### config.mk
export PLATFORM = sky130hd
export DESIGN_NAME = period_to_frequency_with_hysteresis_unit
export DESIGN_NICKNAME = d
export VERILOG_FILES = /design/src/sv/pfh_pkg.sv /design/src/sv/period_to_frequency_with_hysteresis_unit.sv
export SDC_FILE = /design/constraint.sdc
export NUM_CORES = 1
export LEC_CHECK = 0
export BUFFER_PORTS_ARGS = -buffer_cell sky130_fd_sc_hd__buf_4
export CORE_MARGIN = 1
export CORE_UTILIZATION = 50
export DETAILED_ROUTE_END_ITERATION = 6
export PLACE_DENSITY = 0.7
export SLEW_MARGIN = 20
export SYNTH_ARGS = -nofsm -noshare
export SYNTH_HDL_FRONTEND = slang
export SYNTH_SLANG_ARGS = --single-unit
export TNS_END_PERCENT = 20
### constraint.sdc
create_clock -name clk -period 8.6 [get_ports clk]
set_clock_uncertainty 0.2 [all_clocks]
set_input_delay 0 -clock clk [delete_from_list [all_inputs] [get_ports clk]]
set_output_delay 0 -clock clk [all_outputs]
set_load 0.05 [all_outputs]
### src/sv/pfh_pkg.sv
`default_nettype none

package pfh_pkg;

  localparam int PERIOD_BITS_DEFAULT = 16;

  localparam int CLOCK_BITS  = 24;
  localparam int THRESH_BITS = 11;
  localparam int FREQ_BITS   = 16;
  localparam int Q10_SHIFT   = 10;

  localparam int CFG_INDEX_BITS = 1;

  localparam logic [CLOCK_BITS-1:0]  SCALED_CLOCK_RESET = CLOCK_BITS'(1114636);
  localparam logic [THRESH_BITS-1:0] THRESHOLD_RESET    = THRESH_BITS'(1004);
  localparam logic [FREQ_BITS-1:0]   FREQ_MAX           = '1;

  localparam logic [CFG_INDEX_BITS-1:0] CFG_SCALED_CLOCK = CFG_INDEX_BITS'(0);
  localparam logic [CFG_INDEX_BITS-1:0] CFG_THRESHOLD    = CFG_INDEX_BITS'(1);

endpackage

`default_nettype wire

### src/sv/period_to_frequency_with_hysteresis_unit.sv
// Reciprocal frequency counter with change hysteresis.
// The input channel (in_valid, in_stall, period_ticks) carries one measured
// period per transaction. The output channel (out_valid, out_stall, freq_hz)
// carries one frequency per reported period. A zero period, or one that is
// too close to the last reported period, produces no output transaction.
// The frequency is scaled_clock divided by the period, truncated and
// saturated at 65535. The configuration channel (cfg_valid, cfg_ready,
// cfg_index, cfg_data) writes scaled_clock (index 0) or the Q10 change
// threshold (index 1) and is meant to be used while the block is idle.
// The first period goes straight to the radix-2 restoring divider; later
// periods first pass through the change test in S_MUL_NEW, S_CMP_NEW and,
// if needed, S_CMP_OLD, which share one multiplier and comparator. The
// S_OUT state then loads the output register once it is free. A zero
// period is dropped without leaving idle, and a suppressed period goes back
// to idle from S_CMP_OLD without entering the divider or S_OUT.
// in_stall stays high until the item is done. A finished result waits in the
// output register while the receiver stalls, and the next item may be
// accepted meanwhile; a second result then waits until the first is taken.
// Reset restores both registers to their defaults and clears the memory of
// the last reported period, so the first nonzero period is always reported.
`default_nettype none

module period_to_frequency_with_hysteresis_unit
  import pfh_pkg::*;
#(
  parameter int PERIOD_BITS = PERIOD_BITS_DEFAULT
) (
  input  wire logic                      clk,
  input  wire logic                      rst,
  input  wire logic                      in_valid,
  output logic                           in_stall,
  input  wire logic [PERIOD_BITS-1:0]    period_ticks,
  output logic                           out_valid,
  input  wire logic                      out_stall,
  output logic [FREQ_BITS-1:0]           freq_hz,
  input  wire logic                      cfg_valid,
  output logic                           cfg_ready,
  input  wire logic [CFG_INDEX_BITS-1:0] cfg_index,
  input  wire logic [CLOCK_BITS-1:0]     cfg_data
);

  localparam int PROD_W     = THRESH_BITS + PERIOD_BITS;
  localparam int PAD_W      = PROD_W - PERIOD_BITS - Q10_SHIFT;
  localparam int COUNT_BITS = $clog2(CLOCK_BITS);

  typedef enum logic [2:0] {
    S_IDLE,
    S_MUL_NEW,
    S_CMP_NEW,
    S_CMP_OLD,
    S_DIV,
    S_OUT
  } state_t;

  state_t                  state;
  logic [CLOCK_BITS-1:0]   scaled_clock;
  logic [THRESH_BITS-1:0]  threshold;
  logic [PERIOD_BITS-1:0]  period;
  logic [PERIOD_BITS-1:0]  last_period;
  logic                    reported_once;
  logic [PROD_W-1:0]       prod;
  logic [PERIOD_BITS-1:0]  rem;
  logic [CLOCK_BITS-1:0]   numq;
  logic [COUNT_BITS-1:0]   count;

  logic [PERIOD_BITS-1:0]  mul_b;
  logic [PROD_W-1:0]       mul_out;
  logic [PERIOD_BITS-1:0]  cmp_a;
  logic [PROD_W-1:0]       cmp_lhs;
  logic                    cmp_less;
  logic [PERIOD_BITS:0]    rem_shift;
  logic [PERIOD_BITS:0]    rem_diff;
  logic                    fits;
  logic [PERIOD_BITS-1:0]  rem_next;
  logic [CLOCK_BITS-1:0]   numq_next;
  logic [FREQ_BITS-1:0]    freq_next;
  logic                    out_free;

  assign in_stall  = (state != S_IDLE);
  assign cfg_ready = (state == S_IDLE);
  assign out_free  = !out_valid || !out_stall;

  // One multiplier and one comparator serve both halves of the change test.
  assign mul_b    = (state == S_MUL_NEW) ? period : last_period;
  assign mul_out  = {{PERIOD_BITS{1'b0}}, threshold} * {{THRESH_BITS{1'b0}}, mul_b};
  assign cmp_a    = (state == S_CMP_NEW) ? last_period : period;
  assign cmp_lhs  = {{PAD_W{1'b0}}, cmp_a, {Q10_SHIFT{1'b0}}};
  assign cmp_less = cmp_lhs < prod;

  assign rem_shift = {rem, numq[CLOCK_BITS-1]};
  assign rem_diff  = rem_shift - {1'b0, period};
  assign fits      = rem_shift >= {1'b0, period};
  assign rem_next  = fits ? rem_diff[PERIOD_BITS-1:0] : rem_shift[PERIOD_BITS-1:0];
  assign numq_next = {numq[CLOCK_BITS-2:0], fits};

  assign freq_next = (|numq[CLOCK_BITS-1:FREQ_BITS]) ? FREQ_MAX : numq[FREQ_BITS-1:0];

  always_ff @(posedge clk) begin
    if (rst) begin
      state         <= S_IDLE;
      scaled_clock  <= SCALED_CLOCK_RESET;
      threshold     <= THRESHOLD_RESET;
      last_period   <= '0;
      reported_once <= 1'b0;
      out_valid     <= 1'b0;
    end else begin
      if (out_valid && !out_stall && state != S_OUT) begin
        out_valid <= 1'b0;
      end
      if (cfg_valid && cfg_ready) begin
        unique case (cfg_index)
          CFG_SCALED_CLOCK: scaled_clock <= cfg_data;
          CFG_THRESHOLD:    threshold    <= cfg_data[THRESH_BITS-1:0];
          default:          ;
        endcase
      end
      unique case (state)
        S_IDLE: begin
          if (in_valid) begin
            period <= period_ticks;
            rem    <= '0;
            numq   <= scaled_clock;
            count  <= '0;
            if (period_ticks == '0) begin
              state <= S_IDLE;
            end else if (!reported_once) begin
              state <= S_DIV;
            end else begin
              state <= S_MUL_NEW;
            end
          end
        end
        S_MUL_NEW: begin
          prod  <= mul_out;
          state <= S_CMP_NEW;
        end
        S_CMP_NEW: begin
          prod <= mul_out;
          if (cmp_less) begin
            state <= S_DIV;
          end else begin
            state <= S_CMP_OLD;
          end
        end
        S_CMP_OLD: begin
          if (cmp_less) begin
            state <= S_DIV;
          end else begin
            state <= S_IDLE;
          end
        end
        S_DIV: begin
          rem   <= rem_next;
          numq  <= numq_next;
          count <= count + COUNT_BITS'(1);
          if (count == COUNT_BITS'(CLOCK_BITS - 1)) begin
            state <= S_OUT;
          end
        end
        S_OUT: begin
          if (out_free) begin
            freq_hz       <= freq_next;
            out_valid     <= 1'b1;
            last_period   <= period;
            reported_once <= 1'b1;
            state         <= S_IDLE;
          end
        end
        default: state <= S_IDLE;
      endcase
    end
  end

`ifndef SYNTHESIS
  a_zero_ignored: assert property (@(posedge clk) disable iff (rst)
    (in_valid && !in_stall && period_ticks == '0) |=> (!in_stall && !$rose(out_valid)))
    else $error("zero period was not ignored");

  a_first_reported: assert property (@(posedge clk) disable iff (rst)
    (in_valid && !in_stall && period_ticks != '0 && !reported_once) |=> (state == S_DIV))
    else $error("first period did not go straight to the divider");

  a_rem_bound: assert property (@(posedge clk) disable iff (rst)
    (state == S_DIV) |-> (rem < period))
    else $error("divider remainder out of range");

  a_result_load: assert property (@(posedge clk) disable iff (rst)
    (state == S_OUT && out_free) |=> (out_valid && reported_once && last_period == period))
    else $error("result load did not update state");
`endif

endmodule

`default_nettype wire
==> impl_metrics.yaml <==
timing:
  period_share_pct: 76.9
  hold_violations: 0
  relSlewSlack_pct: 34.8
  setup_tns_ns: 0
  worstMarginPinSlew_ns: 0.978
  holdWs_ns: 0.103
  fmax_mhz: 151
  drv_slew: 0
  min_period_ns: 6.61
  finalSetupViolations: 0
  rsz0062_at_grt: "false"
cts:
  clockBufferDepth: 2
  htreeDepth: 4
  cts_buffers: 17
  clkTransAtPathRegs_ns: 0.08
  cts_root_buffer: "clkbuf_16"
  cts_tree: "yes"
  cts_resized: 0
  clock_latency_ns: 0.44
  cts.sinks: 160
die:
  dieHeight_um: 165
  rows: 59
  core_um2: 26100
  io_pins: 65
  initial_core_util_pct: 50.9
  die_w_um: 165
  dieArea_um2: 27200
placement:
  hpwl_um: 23800
  postPlaceCellArea_um2: 14000
  port_buffers: 64
  routabilityCongestion: 0.904
routing:
  wl_um: 32100
  drc: 0
  firstDrtPassIters: 5
  viasPerCell: 5.31
  drtIter0Drc: 685
  ant_nets: 0
  vias: 9880
  wl_per_cell_um: 17.3
run:
  maxCapViolCount: 0
power_and_ir_drop:
  powerDensity_nw_per_um2: 171
  vdd_drop_max_mv: 0.152
  p_leak_nw: 6.76
setup_path:
  crit_type: "flop to flop"
  cp-end-kind: "flop"
  cpMostUsedCell: "fa_1"
  slowest_delay_ns: 0.55
  critPathLaunchType: "flop"
  reg2reg_slack_ns: 1.99
  r2r_end: "prod[26]"
  slowest_stage: "fa_1"
  cp_cell_sequence: "nor3b_2 > buf_4 > mux2_2 > and2_1 > fa_1 > inv_1 > fa_1 > inv_1 > fa_1 > fa_1 > inv_1 > fa_1 > inv_1 > ha_1 > nand3_1 > nor2_1 > o211ai_1 > a21oi_1 > o21bai_1 > o21ai_1 > nor4_1 > a311o_1"
  r2r_start: "state[0]"
  required_ns: 8.58
  cp_max_fo: 18
  cp.arrival_ns: 6.59
  rr_worst_depth: 22
yosys:
  syn_area_um2: 13300
  synth_cells: 1431
  syn_nets: 1701
  synth.yosys.seq_area_share_pct: 32.0
  netlist-cell-type-count: 68
  synth_edf_count: 104
  synth-seq-cells: 160
  synthTopCellsByArea: "edfxtp_1, fa_1, ha_1, nand2_1, dfxtp_1"
  synth_top_flop_cell: "edfxtp_1"
  yosys_warnings: 0
  synth_top_area_cell: "edfxtp_1"
  synthArstFlopShare_pct: 0
  syn_avg_cell_area_um2: 9.26
  synth_top_area_share_pct: 23.6
  synth.most_common_cell: "nand2_1"
  synth_commonest_cells: "nand2_1, inv_1, fa_1"
min_path:
  hold_path_end: "period[7]"
  hold_depth: 2
  hold_class: "primary input to flop"
  holdCritStartpoint: "period_ticks[7]"
finish:
  utilization_pct: 58.0
  postLayoutCellArea_um2: 15100
  areaGrowthSynthToFinish_pct: 14.1
  layout-drive-gt1-share_pct: 10.8
  fin_nets: 1783
  n_antenna_cell: 0
global_routing:
  antenna_found_initial: 0
  grt_max_degree: 60
  grt_use_met1_pct: 35.2
  grt_overflow: 0
  use_met2_pct: 40.1
  grt_busiest_layer: "met2"
  grtUsageMet3_pct: 5.63
  grt_pass1_wl_um: 52500
  grt_pass1_vias: 10100
  groute.usage.overall_pct: 25.4
status:
  status: "completed"
[kinds of logic (layout without fill, tap and decap cells)]
family          count (synthesis)  in the layout  share of synthesized area (%)
simple gates                  541            541                           19.0
buf+inv                       264            359                           7.78
fa+ha+maj                     224            224                           28.3
compound gates                185            185                           8.80
flops                         160            160                           32.0
xor+xnor                       30             30                           1.98
mux                            27             27                           2.20
[sequential cells by signal, summed over array words and instances, names as in the netlist]
signal	cells
state	3
scaled_clock	24
numq	24
last_period	16
threshold	11
reported_once	1
period	16
out_valid	1
prod	27
rem	16
count	5
freq_hz	16
[critical path, delay by kind of cell, from the launching register on]
kind | cells | cell delay (ns)
mux | 1 | 0.48
buf+inv | 5 | 0.48
fa+ha+maj | 6 | 3.02
simple gates | 5 | 0.75
compound gates | 5 | 0.98
flops | 1 | 0.43
[through the flow]
step                      worst slack, ns  cells  total power [mW]
after floorplan                      2.32   1431              1.57
after global placement               2.07   1775              1.76
after detailed placement             2.02   1777              1.77
after CTS                            1.98   1861              2.60
after global routing                 1.62   1861              2.75
final                                1.99   1861              2.59
[layout make-up]
| type | count | area, µm² |
|---|---|---|
| tap | 335 | 419 |
| fill | 2262 | 10900 |
| inverter | 201 | 756 |
| clock buffer | 18 | 429 |
| timing repair buffer | 126 | 1080 |
| sequential | 160 | 4240 |
| clock inverter | 14 | 174 |
| multi-input combinational | 1007 | 8020 |
[report_power, final]
| group | internal (mW) | leakage, nW | switching (mW) |
|---|---|---|---|
| registers | 0.918 | 1.38 | 0.0681 |
| logic | 0.324 | 5.09 | 0.480 |
| clock network | 0.440 | 0.292 | 0.363 |
| total | 1.68 | 6.76 | 0.911 |
[layer usage]
layer | up-vias | share of wire (%)
met4 | 0 | 1.6
met2 | 271 | 46
met1 | 4799 | 45
met3 | 36 | 7.0
met5 | - | 0
li1 | 4774 | -
[placed cells by master (no fill, tap or decap), types with 4 or more instances in the layout]
cell type	count
clkbuf_16	17
buf_4	72
inv_6	4
nand3_1	11
nand4_1	5
mux2i_1	10
inv_1	200
nand3b_1	17
a21oi_1	78
nor3_1	8
xnor2_1	15
nand2b_1	4
a21o_1	20
dfxtp_1	56
o21ai_0	37
and2_1	77
mux2_2	17
dlygate4sd3_1	52
nand2_1	320
fa_1	126
nor2_1	41
o21ai_1	5
o21bai_1	4
nor4_1	9
ha_1	98
or2_2	20
o21a_1	6
xor2_1	15
edfxtp_1	104
nor2b_1	6
[timing repair]
action / CTS / global route
endpoints found under the hold margin: 87 / 0
hold buffers: 52 / 0
buffers inserted: 0 / 0
[worst max path at each step]
stage / from / end / slack, ns / cells after the start
final: state[0] / prod[26] / 1.99 / 22
after global routing: state[0] / prod[26] / 1.62 / 22
after global placement: state[0] / prod[26] / 2.07 / 22
after CTS: state[0] / prod[26] / 1.98 / 21
after detailed placement: state[0] / prod[26] / 2.02 / 22
after floorplan: state[2] / prod[26] / 2.32 / 25
Power figures use the tool's default switching activity.
